[config.mk]
export PLATFORM = sky130hd
export DESIGN_NAME = pulse_width_packet_receiver_crc8
export DESIGN_NICKNAME = d
export VERILOG_FILES = /design/src/hdl/pwpr_pkg.sv /design/src/hdl/pulse_width_packet_receiver_crc8.sv /design/src/hdl/pwpr_cfg.sv /design/src/hdl/pwpr_core.sv
export VERILOG_INCLUDE_DIRS = /design/src /design/src/hdl
export SDC_FILE = /design/constraint.sdc
export NUM_CORES = 1
export LEC_CHECK = 0
export ABC_AREA = 1
export ABC_CLOCK_PERIOD_IN_PS = 7300
export BUFFER_PORTS_ARGS = -buffer_cell sky130_fd_sc_hd__buf_4
export CAP_MARGIN = 0
export CORE_ASPECT_RATIO = 0.75
export CORE_MARGIN = 10
export CORE_UTILIZATION = 50
export CTS_BUF_LIST = sky130_fd_sc_hd__clkbuf_4 sky130_fd_sc_hd__clkbuf_8 sky130_fd_sc_hd__clkbuf_16
export DETAILED_ROUTE_END_ITERATION = 12
export HOLD_SLACK_MARGIN = 0.06
export PLACE_DENSITY_LB_ADDON = 0.2
export SLEW_MARGIN = 5
export SYNTH_ARGS = -nofsm -noshare
export SYNTH_HDL_FRONTEND = slang
export SYNTH_HIERARCHICAL = 1
export SYNTH_SLANG_ARGS = --single-unit
[constraint.sdc]
create_clock -name clk -period 7.3 [get_ports clk]
set_input_delay 0.73 -clock clk [delete_from_list [all_inputs] [get_ports clk]]
set_output_delay 0.73 -clock clk [all_outputs]
set_load 0.03 [all_outputs]
[src/hdl/pulse_width_packet_receiver_crc8_macros.svh]
// Assertion macros used by the pulse-width receiver core (pwpr_core).
`ifndef PULSE_WIDTH_PACKET_RECEIVER_CRC8_MACROS_SVH
`define PULSE_WIDTH_PACKET_RECEIVER_CRC8_MACROS_SVH

// same-cycle implication, checked outside reset
`define PWPR_ASSERT_NOW(label, ante, cons, msg) \
  label: assert property (@(posedge clk) disable iff (rst) (ante) |-> (cons)) \
    else $error(msg);

// next-cycle implication, checked outside reset
`define PWPR_ASSERT_NEXT(label, ante, cons, msg) \
  label: assert property (@(posedge clk) disable iff (rst) (ante) |=> (cons)) \
    else $error(msg);

`endif

[src/hdl/pwpr_pkg.sv]
// Package: types, constants and the CRC-8 step of the pulse-width receiver.
`default_nettype none

package pwpr_pkg;

  localparam logic [7:0] CRC_INIT = 8'hFF;
  localparam logic [7:0] CRC_POLY = 8'h31;

  localparam logic [15:0] RESET_LOW_THRESHOLD = 16'd8;
  localparam logic [15:0] RESET_PHASE_TIMEOUT = 16'd100;
  localparam logic [7:0]  RESET_MIN_PREAMBLE  = 8'd20;
  localparam logic [3:0]  RESET_SYNC_BITS     = 4'd6;

  localparam int CFG_INDEX_W = 2;
  localparam int CFG_DATA_W  = 16;

  localparam logic [CFG_INDEX_W-1:0] REG_LOW_THRESHOLD = 2'd0;
  localparam logic [CFG_INDEX_W-1:0] REG_PHASE_TIMEOUT = 2'd1;
  localparam logic [CFG_INDEX_W-1:0] REG_MIN_PREAMBLE  = 2'd2;
  localparam logic [CFG_INDEX_W-1:0] REG_SYNC_BITS     = 2'd3;

  typedef enum logic [1:0] {
    STG_PRE  = 2'd0,
    STG_SYNC = 2'd1,
    STG_DATA = 2'd2
  } stage_t;

  typedef enum logic [1:0] {
    STATUS_OK   = 2'd0,
    STATUS_CRC  = 2'd1,
    STATUS_LEN  = 2'd2,
    STATUS_SYNC = 2'd3
  } status_t;

  typedef struct packed {
    logic [15:0] low_threshold;
    logic [15:0] phase_timeout;
    logic [7:0]  min_preamble;
    logic [3:0]  sync_bits;
  } cfg_t;

  typedef struct packed {
    logic       valid;
    logic       byte_valid;
    logic [7:0] data_byte;
    logic       frame_done;
    status_t    status;
  } result_t;

  function automatic logic [7:0] crc8_byte(input logic [7:0] crc, input logic [7:0] data);
    logic [7:0] c;
    c = crc ^ data;
    for (int i = 0; i < 8; i++) begin
      c = c[7] ? ({c[6:0], 1'b0} ^ CRC_POLY) : {c[6:0], 1'b0};
    end
    return c;
  endfunction

endpackage

`default_nettype wire

[src/hdl/pulse_width_packet_receiver_crc8.sv]
// Top level of the pulse-width packet receiver with CRC-8 check.
//
// Input channel: one line_sample beat per tick, taken when in_valid is high and
// in_stall is low. Output channel: a result beat (byte_valid/data_byte for the
// length and payload bytes, frame_done/status at the end of a frame attempt) is
// taken when out_valid is high and out_stall is low. Samples that decode to no
// result leave nothing on the output.
// An accepted sample lands in the input register; when it advances, the decoder
// updates its state and loads any result into the output register, which drives
// out_valid and the result ports. Throughput: one sample per cycle while
// in_stall is low; the bit timer, frame state machine and CRC-8 byte update all
// settle between the input and output registers.
// Reset (rst, synchronous): valid flags, configuration and decoder state return
// to defaults, the decoder goes to the preamble hunt, and both channels empty.
// Stall: while a result waits on a stalled output, samples that give no result
// keep flowing; a sample that gives one holds in the input register, and
// in_stall rises only when that register is full and cannot move.
// Configuration writes are taken on any edge with cfg_write high and rst low.
`default_nettype none

module pulse_width_packet_receiver_crc8
  import pwpr_pkg::*;
#(
  parameter int PAYLOAD_BYTES = 16
) (
  input  wire logic                   clk,
  input  wire logic                   rst,
  input  wire logic                   cfg_write,
  input  wire logic [CFG_INDEX_W-1:0] cfg_index,
  input  wire logic [CFG_DATA_W-1:0]  cfg_data,
  input  wire logic                   in_valid,
  output logic                        in_stall,
  input  wire logic                   line_sample,
  output logic                        out_valid,
  input  wire logic                   out_stall,
  output logic                        byte_valid,
  output logic [7:0]                  data_byte,
  output logic                        frame_done,
  output logic [1:0]                  status
);

  cfg_t    cfg;
  result_t core_res;
  result_t out_res;
  logic    in_reg_valid;
  logic    in_reg_sample;
  logic    out_free;
  logic    advance;

  pwpr_cfg u_cfg (
    .clk       (clk),
    .rst       (rst),
    .cfg_write (cfg_write),
    .cfg_index (cfg_index),
    .cfg_data  (cfg_data),
    .cfg       (cfg)
  );

  pwpr_core #(
    .PAYLOAD_BYTES (PAYLOAD_BYTES)
  ) u_core (
    .clk    (clk),
    .rst    (rst),
    .cfg    (cfg),
    .step   (advance),
    .sample (in_reg_sample),
    .res    (core_res)
  );

  assign out_free = !out_valid || !out_stall;
  assign advance  = in_reg_valid && (!core_res.valid || out_free);
  assign in_stall = in_reg_valid && !advance;

  always_ff @(posedge clk) begin
    if (rst) begin
      in_reg_valid <= 1'b0;
    end else begin
      in_reg_valid <= in_stall || in_valid;
    end
  end

  always_ff @(posedge clk) begin
    if (!in_stall) begin
      in_reg_sample <= line_sample;
    end
  end

  always_ff @(posedge clk) begin
    if (rst) begin
      out_valid <= 1'b0;
    end else if (advance && core_res.valid) begin
      out_valid <= 1'b1;
    end else if (!out_stall) begin
      out_valid <= 1'b0;
    end
  end

  always_ff @(posedge clk) begin
    if (advance && core_res.valid) begin
      out_res <= core_res;
    end
  end

  assign byte_valid = out_res.byte_valid;
  assign data_byte  = out_res.data_byte;
  assign frame_done = out_res.frame_done;
  assign status     = out_res.status;

endmodule

`default_nettype wire

[src/hdl/pwpr_cfg.sv]
// Configuration register file of the pulse-width receiver.
`default_nettype none

module pwpr_cfg
  import pwpr_pkg::*;
(
  input  wire logic                   clk,
  input  wire logic                   rst,
  input  wire logic                   cfg_write,
  input  wire logic [CFG_INDEX_W-1:0] cfg_index,
  input  wire logic [CFG_DATA_W-1:0]  cfg_data,
  output cfg_t                        cfg
);

  always_ff @(posedge clk) begin
    if (rst) begin
      cfg.low_threshold <= RESET_LOW_THRESHOLD;
      cfg.phase_timeout <= RESET_PHASE_TIMEOUT;
      cfg.min_preamble  <= RESET_MIN_PREAMBLE;
      cfg.sync_bits     <= RESET_SYNC_BITS;
    end else if (cfg_write) begin
      unique case (cfg_index)
        REG_LOW_THRESHOLD: cfg.low_threshold <= cfg_data;
        REG_PHASE_TIMEOUT: cfg.phase_timeout <= cfg_data;
        REG_MIN_PREAMBLE:  cfg.min_preamble  <= cfg_data[7:0];
        REG_SYNC_BITS:     cfg.sync_bits     <= cfg_data[3:0];
        default: ;
      endcase
    end
  end

endmodule

`default_nettype wire

[src/hdl/pwpr_core.sv]
// Bit decoder and frame state machine: one line sample per step.
`default_nettype none
`include "pulse_width_packet_receiver_crc8_macros.svh"

module pwpr_core
  import pwpr_pkg::*;
#(
  parameter int PAYLOAD_BYTES = 16
) (
  input  wire logic clk,
  input  wire logic rst,
  input  wire cfg_t cfg,
  input  wire logic step,
  input  wire logic sample,
  output result_t   res
);

  localparam logic [7:0] PB8 = 8'(PAYLOAD_BYTES);
  localparam logic [7:0] BYTE_INDEX_MAX = 8'(PAYLOAD_BYTES + 1);

  stage_t      stage, stage_next;
  logic        low_phase, low_phase_next;
  logic [15:0] high_count, high_count_next;
  logic [15:0] low_count, low_count_next;
  logic        last_bit, last_bit_next;
  logic        first_bit_seen, first_bit_seen_next;
  logic [7:0]  preamble_count, preamble_count_next;
  logic [3:0]  sync_count, sync_count_next;
  logic [7:0]  shift_byte, shift_byte_next;
  logic [2:0]  bit_index, bit_index_next;
  logic [7:0]  byte_index, byte_index_next;
  logic [7:0]  crc_reg, crc_reg_next;
  logic [7:0]  length_byte, length_byte_next;

  logic        bit_done, bit_val, rearm;
  logic [3:0]  sync_inc;
  logic [7:0]  pre_inc;
  logic [7:0]  shift_in;
  logic [2:0]  bit_inc;

  assign sync_inc = sync_count + 4'd1;
  assign pre_inc  = (preamble_count < 8'd255) ? preamble_count + 8'd1 : preamble_count;
  assign shift_in = {shift_byte[6:0], bit_val};
  assign bit_inc  = bit_index + 3'd1;

  always_ff @(posedge clk) begin
    if (rst) begin
      stage          <= STG_PRE;
      low_phase      <= 1'b0;
      high_count     <= '0;
      low_count      <= '0;
      last_bit       <= 1'b0;
      first_bit_seen <= 1'b0;
      preamble_count <= '0;
      sync_count     <= '0;
      shift_byte     <= '0;
      bit_index      <= '0;
      byte_index     <= '0;
      crc_reg        <= CRC_INIT;
      length_byte    <= '0;
    end else if (step) begin
      stage          <= stage_next;
      low_phase      <= low_phase_next;
      high_count     <= high_count_next;
      low_count      <= low_count_next;
      last_bit       <= last_bit_next;
      first_bit_seen <= first_bit_seen_next;
      preamble_count <= preamble_count_next;
      sync_count     <= sync_count_next;
      shift_byte     <= shift_byte_next;
      bit_index      <= bit_index_next;
      byte_index     <= byte_index_next;
      crc_reg        <= crc_reg_next;
      length_byte    <= length_byte_next;
    end
  end

  always_comb begin
    stage_next          = stage;
    low_phase_next      = low_phase;
    high_count_next     = high_count;
    low_count_next      = low_count;
    last_bit_next       = last_bit;
    first_bit_seen_next = first_bit_seen;
    preamble_count_next = preamble_count;
    sync_count_next     = sync_count;
    shift_byte_next     = shift_byte;
    bit_index_next      = bit_index;
    byte_index_next     = byte_index;
    crc_reg_next        = crc_reg;
    length_byte_next    = length_byte;
    res.valid      = 1'b0;
    res.byte_valid = 1'b0;
    res.data_byte  = '0;
    res.frame_done = 1'b0;
    res.status     = STATUS_OK;
    bit_done = 1'b0;
    bit_val  = 1'b0;
    rearm    = 1'b0;

    // pulse timing
    if (!low_phase) begin
      if (sample) begin
        if (high_count < cfg.phase_timeout) begin
          high_count_next = high_count + 16'd1;
        end else begin
          bit_done = 1'b1;
        end
      end else if (cfg.phase_timeout == '0) begin
        bit_done = 1'b1;
      end else begin
        low_count_next = 16'd1;
        low_phase_next = 1'b1;
      end
    end else if (!sample && low_count < cfg.phase_timeout) begin
      low_count_next = low_count + 16'd1;
    end else begin
      bit_done = 1'b1;
      bit_val  = low_count > cfg.low_threshold;
    end

    if (bit_done) begin
      high_count_next = '0;
      low_count_next  = '0;
      low_phase_next  = 1'b0;
      unique case (stage)
        STG_SYNC: begin
          sync_count_next = sync_inc;
          if (sync_inc >= cfg.sync_bits) begin
            if (bit_val) begin
              stage_next = STG_DATA;
            end else begin
              rearm          = 1'b1;
              res.valid      = 1'b1;
              res.frame_done = 1'b1;
              res.status     = STATUS_SYNC;
            end
          end
        end
        STG_DATA: begin
          shift_byte_next = shift_in;
          bit_index_next  = bit_inc;
          if (bit_inc == '0) begin
            shift_byte_next = '0;
            if (byte_index <= PB8) begin
              if (byte_index == '0) begin
                length_byte_next = shift_in;
              end
              crc_reg_next    = crc8_byte(crc_reg, shift_in);
              byte_index_next = byte_index + 8'd1;
              res.valid      = 1'b1;
              res.byte_valid = 1'b1;
              res.data_byte  = shift_in;
            end else begin
              rearm          = 1'b1;
              res.valid      = 1'b1;
              res.frame_done = 1'b1;
              if (shift_in != crc_reg) begin
                res.status = STATUS_CRC;
              end else if (length_byte > PB8) begin
                res.status = STATUS_LEN;
              end else begin
                res.status = STATUS_OK;
              end
            end
          end
        end
        default: begin
          if (!first_bit_seen) begin
            first_bit_seen_next = 1'b1;
            last_bit_next       = bit_val;
            preamble_count_next = 8'd1;
          end else begin
            preamble_count_next = pre_inc;
            if (bit_val != last_bit) begin
              last_bit_next = bit_val;
            end else if (pre_inc >= cfg.min_preamble && bit_val) begin
              sync_count_next = '0;
              stage_next      = (cfg.sync_bits == '0) ? STG_DATA : STG_SYNC;
            end else begin
              rearm          = 1'b1;
              res.valid      = 1'b1;
              res.frame_done = 1'b1;
              res.status     = STATUS_SYNC;
            end
          end
        end
      endcase
    end

    if (rearm) begin
      stage_next          = STG_PRE;
      low_phase_next      = 1'b0;
      high_count_next     = '0;
      low_count_next      = '0;
      last_bit_next       = 1'b0;
      first_bit_seen_next = 1'b0;
      preamble_count_next = '0;
      sync_count_next     = '0;
      shift_byte_next     = '0;
      bit_index_next      = '0;
      byte_index_next     = '0;
      crc_reg_next        = CRC_INIT;
      length_byte_next    = '0;
    end
  end

  `PWPR_ASSERT_NOW(a_one_kind, res.valid, res.byte_valid != res.frame_done, "result is both byte and status")
  `PWPR_ASSERT_NOW(a_bit_index_data, stage != STG_DATA, bit_index == '0, "bit index moved outside data")
  `PWPR_ASSERT_NOW(a_byte_index_max, 1'b1, byte_index <= BYTE_INDEX_MAX, "byte index past CRC byte")
  `PWPR_ASSERT_NEXT(a_rearm, step && res.frame_done, stage == STG_PRE && crc_reg == CRC_INIT, "no rearm after frame end")

endmodule

`default_nettype wire
==> results of run 1 <==
-- logic make-up after synthesis --
logic type,count (synthesis),share of synthesized area [%]
compound gates,172,11.5
xor+xnor,31,3.20
fa+ha+maj,68,10.0
buf+inv,229,10.9
flops,142,35.1
simple gates,556,29.4
-- worst min-delay path, delay by kind of cell, from the launching register on --
kind	cells	cell delay [ns]
AND/OR/NAND/NOR	2	0.09
flip-flops	1	0.31
-- worst paths after layout --
path                            start                    to  slack, ns  cells past startpoint
max          u_core/preamble_count[1]  u_core/high_count[6]       2.37                     25
min              u_core/byte_index[7]  u_core/byte_index[7]       0.44                      2
max reg2reg  u_core/preamble_count[1]  u_core/high_count[6]       2.37                     25
min reg2reg      u_core/byte_index[7]  u_core/byte_index[7]       0.44                      2
-- layout by cell type (no fill, tap or decap), drive strengths merged --
| cell | instances |
|---|---|
| or2 | 4 |
| clkinv | 9 |
| nand4 | 27 |
| nor2 | 145 |
| o21ai | 43 |
| a211oi | 11 |
| nand3 | 79 |
| o211ai | 1 |
| o21bai | 2 |
| nand2 | 273 |
| ha | 68 |
| nor3 | 18 |
| o21a | 6 |
| clkbuf | 18 |
| a21o | 3 |
| clkinvlp | 5 |
| dfxtp | 129 |
| bufinv | 2 |
| nor4 | 9 |
| xor2 | 20 |
| edfxtp | 13 |
| o41a | 1 |
| buf | 39 |
| a31oi | 10 |
| xnor2 | 11 |
| a211o | 1 |
| and3 | 1 |
| a21oi | 94 |
| inv | 196 |
-- metrics by stage --
| stage | worst slack (ns) | power (mW) |
|---|---|---|
| 5_1_grt | 1.71 | 1.95 |
| 4_1_cts | 2.35 | 1.89 |
| 3_3_place_gp | 2.60 | 1.02 |
| 3_5_place_dp | 2.38 | 1.02 |
| 2_1_floorplan | 3.46 | 0.969 |
| 6_report | 2.37 | 1.87 |
-- cell usage after synthesis --
master    count  share of area [%]
a31oi_1      10               0.74
o21ai_4       1               0.19
o21a_1        6               0.53
nor2_8        1               0.24
ha_1         68                 10
o21ai_0      40                2.4
a211o_1       1               0.10
nor2_4        2               0.27
o21bai_1      2               0.18
buf_1         1              0.044
inv_1       187                8.3
nand3_1      72                4.3
o211ai_1      1              0.089
clkinv_1      4               0.18
buf_4         2               0.18
nand3_2       4               0.47
nand3_4       3               0.62
xor2_1       20                2.1
buf_6         5               0.66
edfxtp_1     13                4.6
nor2_2        2               0.15
nand4_1      26                1.9
or2_2         4               0.30
dfxtp_1     129                 30
inv_4         1              0.074
nor4_1        8               0.59
a21o_1        3               0.27
o41a_1        1               0.13
nand4_2       1               0.15
nor3_1       18                1.1
xnor2_1      11                1.1
nor4_2        1               0.15
nand2_1     256                 11
and3_1        1              0.074
clkbuf_1     11               0.49
nor2_1      140                6.2
nand2_4       6               0.80
a211oi_1     11               0.97
nand2_2      11               0.81
inv_2         6               0.27
a21oi_1      91                5.4
a21oi_2       2               0.21
o21ai_1       2               0.12
a21oi_4       1               0.19
buf_2        12               0.71
-- power breakdown --
group	total, mW	internal, mW	switching [mW]
Combinational	0.180	0.0625	0.118
Clock	0.868	0.511	0.357
Sequential	0.826	0.806	0.0204
Total	1.87	1.38	0.495
-- metal layers --
layer | share of wire, % | global-route usage, % | up-vias
li1 | - | - | 3914
met1 | 54 | 27.2 | 3420
met2 | 39 | 23.6 | 181
met3 | 6.3 | 4.84 | 18
met4 | 0.94 | 4.08 | 0
met5 | 0 | 0 | -
-- cell type report --
| cell class | count | area (sq um) | area share (%) |
|---|---|---|---|
| Clock buffer | 18 | 439 | 4.65 |
| Tap cell | 215 | 269 | 2.85 |
| Sequential cell | 142 | 2970 | 31.5 |
| Timing Repair Buffer | 39 | 293 | 3.10 |
| Inverter | 198 | 746 | 7.90 |
| Multi-Input combinational cell | 827 | 4580 | 48.5 |
| Clock inverter | 14 | 143 | 1.51 |
==> out/qor.yml, run 1 <==
critical_path:
  crit_type: "flip-flop to flip-flop"
  cp_common_cell: "inv_1"
  cp.arrival_ns: 5.28
  worst_setup_path_start_kind: "flip-flop"
  cp.required_ns: 7.65
  crit_path_max_fanout: 12
  worst_path_dominant_cell_family: "simple AND/OR/NAND/NOR gates"
  max_stage_delay_ns: 0.59
  endpoint_kind: "flip-flop"
  slowest_stage: "nor2_1"
  path_buf_inv: 5
clock_tree:
  cts_tree: "done"
  insertion_delay_ns: 0.43
  cts_setup_buffers: 0
  cts.reportedPaths.clkPinSlew_ns: 0.06
  cts_hold_buf: 0
  cts_resized: 0
  h-tree-depth: 4
  root_buffer: "clkbuf_16"
  clockBufferDepth: 2
  cts.sinks: 142
  cts_buffers: 17
floorplan:
  die_h_microns: 133
  dieArea_sq_um: 22600
  ios: 38
  start_util_pct: 50.7
  core_sq_um: 16700
  die-width_microns: 170
  rows: 41
final_layout:
  finish.utilization_pct: 56.5
  top_regs: "u_cfg/cfg x44, u_core/high_count x16, u_core/low_count x16"
  post-route-cell-area_sq_um: 9450
  largest_reg_flops: 44
  top_register: "u_cfg/cfg"
  area_growth_syn_to_layout_pct: 11.4
  finalNetCount: 1317
  fin_cells: 1453
  drive_gt1_share_pct: 9.37
  n_fill_cell: 1614
  antenna_cells: 0
route:
  drt.antenna.violating_nets: 0
  drtIter0Drc: 565
  route.detailed.drc: 0
  wl_per_cell_microns: 13.8
  drt_first_pass_iters: 7
  wl_microns: 20100
  via_count: 7533
  vias_per_cell: 5.18
sta:
  whs_ns: 0.442
  max_slew.worst_pin.slew_ns: 1.18
  slew_headroom_pct: 21.1
  finalSetupViolations: 0
  fin_crit_sh_pct: 67.5
  period_minus_slack_ns: 4.93
  setup_tns_ns: 0
  hold_violations: 0
  fmax_ghz: 0.203
  drv_slew: 0
  rsz0062_at_grt: "no"
  skew_ns: 0.00733
global_routing:
  grt_pass1_wl_microns: 32900
  grt_pass1_vias: 6580
  antenna_found_initial: 0
  grt_usage_pct: 17.8
  grt_max_degree: 44
  overflow: 0
yosys:
  synth_cell_types: 45
  seq_area_frac_synth_pct: 35.1
  syn_inst: 1198
  syn_nets: 1290
  yosys_warnings: 6
  syn_avg_cell_area_sq_um: 7.08
  ys_seq_elements: 142
  syn_area_sq_um: 8480
placement:
  gp_congestion: 0.867
  dp_cells: 1421
  port_buffers: 37
  dpl_cell_area_sq_um: 8860
  dp_hpwl_microns: 14500
power_and_ir_drop:
  ir_worst_vdd_mv: 0.149
  power.density_nw_per_um2: 198
  p_leak_nw: 4.34
min_path:
  hold_path.class: "flip-flop to flip-flop"
flow_run:
  drv_cap: 0
run_status:
  status: "completed"
(Power assumes the default switching activity.)
==> run 2, diff against run 1 <==
--- a/config.mk
+++ b/config.mk
@@ -7,7 +7,7 @@
 export NUM_CORES = 1
 export LEC_CHECK = 0
 export ABC_AREA = 1
-export ABC_CLOCK_PERIOD_IN_PS = 7300
+export ABC_CLOCK_PERIOD_IN_PS = 4840
 export BUFFER_PORTS_ARGS = -buffer_cell sky130_fd_sc_hd__buf_4
 export CAP_MARGIN = 0
 export CORE_ASPECT_RATIO = 0.75
==> constraint.sdc (replaced) <==
create_clock -name clk -period 4.84 [get_ports clk]
set_input_delay 0.484 -clock clk [delete_from_list [all_inputs] [get_ports clk]]
set_output_delay 0.484 -clock clk [all_outputs]
set_load 0.03 [all_outputs]
==> out/qor.yml, run 2 (synthesis gave the netlist of run 1 again) <==
floorplan:
  dieArea_sq_um: 22600  # unchanged
  core_sq_um: 16700  # unchanged
  die_h_microns: 133  # unchanged
  rows: 41  # unchanged
  die-width_microns: 170  # unchanged
  ios: 38  # unchanged
  start_util_pct: 50.7  # unchanged
critical_path:
  slowest_stage: "dfxtp_1"
  cp.arrival_ns: 4.66  # -0.62 ns
  crit_type: "flip-flop to flip-flop"
  crit_path_max_fanout: 19  # +7
  cp.required_ns: 5.14  # -2.51 ns
  worst_setup_path_start_kind: "flip-flop"
  worst_path_dominant_cell_family: "simple AND/OR/NAND/NOR gates"
  max_stage_delay_ns: 0.35  # -0.24 ns
  endpoint_kind: "flip-flop"
  path_buf_inv: 5  # unchanged
power_and_ir_drop:
  ir_worst_vdd_mv: 0.261  # +75%
  power.density_nw_per_um2: 306  # +54%
  p_leak_nw: 4.36  # +0.41%
  total_power_mw: 2.92  # +56%
final_layout:
  area_growth_syn_to_layout_pct: 12.5
  final_cell_mix: "nand2_1, inv_1, nor2_1"
  top_regs: "u_cfg/cfg x44, u_core/high_count x16, u_core/low_count x16"
  top_register: "u_cfg/cfg"
  antenna_cells: 0  # unchanged
  largest_reg_flops: 44  # unchanged
  drive_gt1_share_pct: 9.91  # +0.54 points
  finalNetCount: 1320  # +0.23%
  final_common_cell: "nand2_1"
  fin_cells: 1456  # +0.21%
placement:
  dp_hpwl_microns: 14600  # +0.67%
  dp_cells: 1424  # +0.21%
  port_buffers: 37  # unchanged
  gp_congestion: 0.881  # +1.7%
sta:
  hold_violations: 0  # unchanged
  fmax_ghz: 0.229  # +13%
  max_slew.worst_pin.slew_ns: 1.17  # -0.00886 ns
  skew_ns: 0.00662  # -0.000709 ns
  finalSetupViolations: 0  # unchanged
  whs_ns: 0.239  # -0.202 ns
  slew_headroom_pct: 21.7  # +0.59 points
  drv_slew: 0  # unchanged
  setup_tns_ns: 0  # unchanged
  period_minus_slack_ns: 4.36  # -0.571 ns
  fin_crit_sh_pct: 90.1  # +23 points
route:
  via_count: 7489  # -0.58%
  drt.antenna.violating_nets: 0  # unchanged
  wl_microns: 20200  # +0.40%
  vias_per_cell: 5.14  # -0.79%
  drt_first_pass_iters: 7  # unchanged
  drtIter0Drc: 651  # +15%
  route.detailed.drc: 0  # unchanged
  wl_per_cell_microns: 13.9  # +0.19%
clock_tree:
  root_buffer: "clkbuf_16"
  cts_tree: "done"
  h-tree-depth: 4  # unchanged
  insertion_delay_ns: 0.43  # about the same
  cts_setup_buffers: 0  # unchanged
  cts.reportedPaths.clkPinSlew_ns: 0.06  # about the same
  cts.sinks: 142  # unchanged
  clockBufferDepth: 2  # unchanged
  cts_buffers: 17  # unchanged
run_status:
  status: "completed"
global_routing:
  antenna_found_initial: 0  # unchanged
  grt_pass1_vias: 6581  # +0.015%
  grt_max_degree: 44  # unchanged
  grt_pass1_wl_microns: 32800  # -0.46%
  overflow: 0  # unchanged
  grt_usage_pct: 17.7  # -0.088 points
flow_run:
  drv_cap: 0  # unchanged
min_path:
  hold_path.class: "primary input to flip-flop"
==> run 2: changes by cell type in the layout (fill, tap and decap cells not counted), sizes merged <==
cell      delta
buf          +3
clkinv       -3
bufinv       +2
clkinvlp     +1
==> run 2: timing repair <==
item,in CTS,in global routing
setup endpoints to repair,0,60
endpoints found under the hold margin,0,0
hold buffers,0,0
resized for setup,0,5
==> run 2: path summary, 6_finish.rpt <==
kind / start / to / slack, ns / cells past startpoint
hold reg to reg: u_core/byte_index[7] / u_core/byte_index[7] / 0.45 / 2
setup / recovery: u_core/preamble_count[1] / u_core/crc_reg[4] / 0.48 / 28
hold / removal: line_sample / in_reg_sample / 0.24 / 1
setup reg to reg: u_core/preamble_count[1] / u_core/crc_reg[4] / 0.48 / 28
==> run 2: area by class of cell <==
cell class | instances | area [sq um]
Tap cell | 215 | 269
Clock inverter | 14 | 191
Timing Repair Buffer | 42 | 315
Inverter | 198 | 746
Multi-Input combinational cell | 827 | 4610
Sequential cell | 142 | 2970
Clock buffer | 18 | 433
Fill cell | 1605 | 7180
==> run 2: layer usage <==
metal	vias to the layer above	global-route usage, %	wire [microns]
met5	-	0	0
met3	17	4.37	1550
met1	3306	27.3	10600
li1	3937	-	-
met4	0	3.99	134
met2	229	23.6	7880
==> run 2: power breakdown <==
part           switching (mW)  internal, mW  total, mW
clock                   0.530         0.867       1.40
sequential             0.0306          1.22       1.25
combinational           0.179        0.0959      0.275
==> run 2: through the flow <==
step	util, %	setup WS, ns	cell area [sq um]
final	57.0	0.480	9540
after global routing	57.0	-0.00461	9540
after CTS	56.9	0.139	9510
after detailed placement	53.1	0.159	8890
after global placement	53.1	0.434	8890
after floorplan	-	1.01	8480
==> run 3, diff against run 2 <==
--- a/config.mk
+++ b/config.mk
@@ -6,7 +6,6 @@
 export SDC_FILE = /design/constraint.sdc
 export NUM_CORES = 1
 export LEC_CHECK = 0
-export ABC_AREA = 1
 export ABC_CLOCK_PERIOD_IN_PS = 4840
 export BUFFER_PORTS_ARGS = -buffer_cell sky130_fd_sc_hd__buf_4
 export CAP_MARGIN = 0
==> out/qor.yml, run 3 <==
run_status:
  status: "completed"
clock_tree:
  insertion_delay_ns: 0.42  # about the same
  root_buffer: "clkbuf_16"
  cts.sinks: 142  # unchanged
  clockBufferDepth: 2  # unchanged
  cts_hold_buf: 0  # unchanged
  cts_buffers: 17  # unchanged
  cts_tree: "done"
  cts.reportedPaths.clkPinSlew_ns: 0.06  # about the same
  h-tree-depth: 4  # unchanged
final_layout:
  top_register: "u_cfg/cfg"
  area_growth_syn_to_layout_pct: 13.5
  finish.utilization_pct: 57.5  # +0.45 points
  largest_reg_flops: 44  # unchanged
  finalNetCount: 1027  # -22%
  drive_gt1_share_pct: 11.5  # +1.6 points
  final_cell_mix: "dfxtp_1, nor2_1, ha_1"
  final_common_cell: "dfxtp_1"
  antenna_cells: 0  # unchanged
  fin_cells: 1158  # -20%
  top_regs: "u_cfg/cfg x44, u_core/high_count x16, u_core/low_count x16"
critical_path:
  crit_path_max_fanout: 9  # -10
  worst_setup_path_start_kind: "flip-flop"
  crit_type: "flip-flop to flip-flop"
  cp.required_ns: 5.18  # +0.04 ns
  cp.arrival_ns: 4.83  # +0.17 ns
  endpoint_kind: "flip-flop"
global_routing:
  grt_max_degree: 65  # +48%
  antenna_found_initial: 0  # unchanged
  overflow: 0  # unchanged
  grt_usage_pct: 17.4  # -0.32 points
  grt_pass1_vias: 6005  # -8.8%
  grt_pass1_wl_microns: 31000  # -5.4%
floorplan:
  rows: 40  # -2.4%
  dieArea_sq_um: 21600  # -4.5%
  start_util_pct: 50.6  # about the same
  core_sq_um: 15900  # -5.1%
  die-width_microns: 166  # -2.3%
  die_h_microns: 130  # -2.2%
  ios: 38  # unchanged
route:
  drtIter0Drc: 422  # -35%
  wl_microns: 18800  # -7.0%
  wl_per_cell_microns: 16.2  # +17%
  drt_first_pass_iters: 5  # -2
  via_count: 6376  # -15%
  route.detailed.drc: 0  # unchanged
  drt.antenna.violating_nets: 0  # unchanged
  vias_per_cell: 5.51  # +7.0%
yosys:
  synth_top_cell_area_share_pct: 32.1  # +1.7 points
  synthTopCellsByArea: "dfxtp_1, ha_1, mux2i_1, edfxtp_1, nand2b_1"
  syn_avg_cell_area_sq_um: 8.97  # +27%
  yosys_warnings: 6  # unchanged
  synth_top_area_cell: "dfxtp_1"
  synth_cell_types: 75  # +67%
  postSynth.asyncResetShare_pct: 0  # unchanged
  syn_inst: 896  # -25%
  synthFlopType: "dfxtp_1"
  synth_common_cells: "dfxtp_1, nor2_1, ha_1, a21oi_1, inv_1"
  synth-edff-count: 13  # unchanged
  synth.most_common_cell: "dfxtp_1"
  syn_area_sq_um: 8040  # -5.2%
  seq_area_frac_synth_pct: 37.0  # +1.9 points
  ys_seq_elements: 142  # unchanged
  syn_nets: 988  # -23%
sta:
  hold_violations: 0  # unchanged
  setup_tns_ns: 0  # unchanged
  fmax_ghz: 0.223  # -2.9%
  fin_crit_sh_pct: 92.7  # +2.7 points
  period_minus_slack_ns: 4.49  # +0.129 ns
  slew_headroom_pct: 39.5  # +18 points
  drv_slew: 0  # unchanged
  skew_ns: 0.00941  # +0.00278 ns
  finalSetupViolations: 0  # unchanged
  max_slew.worst_pin.slew_ns: 0.905  # -0.268 ns
  rsz0062_at_grt: "no"
  whs_ns: 0.241  # +0.00124 ns
power_and_ir_drop:
  power.density_nw_per_um2: 287  # -6.1%
  p_leak_nw: 3.75  # -14%
  ir_worst_vdd_mv: 0.233  # -11%
  total_power_mw: 2.62  # -10%
min_path:
  hold_path.class: "primary input to flip-flop"
placement:
  port_buffers: 37  # unchanged
  dp_cells: 1126  # -21%
  dp_hpwl_microns: 13900  # -4.9%
  gp_congestion: 0.828  # -6.1%
flow_run:
  drv_cap: 0  # unchanged
run 3: changes by cell type in the layout (fill, tap and decap cells not counted), moves of 28 or more:
cell	previous run	this run
mux2i_1	0	54
nor2_1	140	74
nand2b_1	0	57
a21oi_1	91	63
nand3_1	71	33
inv_1	187	59
nand2_1	256	53
run 3: path summary, 6_finish.rpt:
kind | start | to | slack [ns] | depth (start not counted)
max | u_core/low_count[13] | u_core/high_count[15] | 0.35 | 16
min | line_sample | in_reg_sample | 0.24 | 1
max reg2reg | u_core/low_count[13] | u_core/high_count[15] | 0.35 | 16
min reg2reg | u_core/byte_index[6] | u_core/byte_index[6] | 0.45 | 1
run 3: timing repair:
item / CTS / global route
setup buffers: 0 / 0
gates resized for setup: 0 / 5
hold endpoints to repair: 0 / 0
setup endpoints to repair: 0 / 34
run 3: cell families after synthesis:
| kind of cell | after synthesis | share of synthesized area [%] |
|---|---|---|
| AND/OR/NAND/NOR | 337 | 23.0 |
| AO/OA/AOI/OAI | 162 | 13.2 |
| flip-flops | 142 | 37.0 |
| buffers and inverters | 91 | 4.66 |
| adder cells (fa/ha/maj) | 68 | 10.6 |
| multiplexers | 58 | 7.43 |
| XOR/XNOR | 38 | 4.14 |
run 3: final cells by class:
cell class,instances,area [sq um]
fillers,1424,6740
multi-input cells,663,4710
flip-flops and latches,142,2970
clock buffers,20,478
repair buffers,51,383
well taps,210,263
inverters,60,228
clock inverters,12,83.8
run 3: per-stage QoR:
| stage | area (sq um) | worst slack [ns] |
|---|---|---|
| after floorplan | 8040 | 0.313 |
| after global placement | 8530 | 0.314 |
| after detailed placement | 8530 | 0.125 |
| after CTS | 9100 | 0.0734 |
| after global routing | 9120 | 0.00242 |
| final | 9120 | 0.352 |
run 3: routing by layer:
layer | share of wire [%] | wire, microns | track usage, % | up-vias
met5 | 0 | 0 | 0 | -
met4 | 1.0 | 188 | 5.36 | 0
met1 | 54 | 10100 | 25.8 | 2960
met3 | 4.5 | 852 | 3.97 | 15
met2 | 40 | 7590 | 24.1 | 136
li1 | - | - | - | 3265
run 3: power breakdown:
part	leakage [nW]	internal [mW]	total [mW]	switching, mW
clock network	0.274	0.712	1.23	0.517
registers	1.14	1.20	1.22	0.0171
logic	2.34	0.0695	0.171	0.102
total	3.75	1.98	2.62	0.636
run 3: worst max-delay path, cell delays in order, from the launching register on:
cell	delay [ns]
dfxtp_1	0.39
ha_1	0.35
nand4_2	0.14
or4_1	0.56
a21o_1	0.18
a31o_4	0.26
or2_1	0.23
a21oi_1	0.29
a21boi_0	0.19
a31oi_1	0.20
buf_4	0.18
inv_1	0.08
a311oi_4	0.31
nand4_1	0.25
or2_0	0.29
or3_1	0.35
a21oi_1	0.15
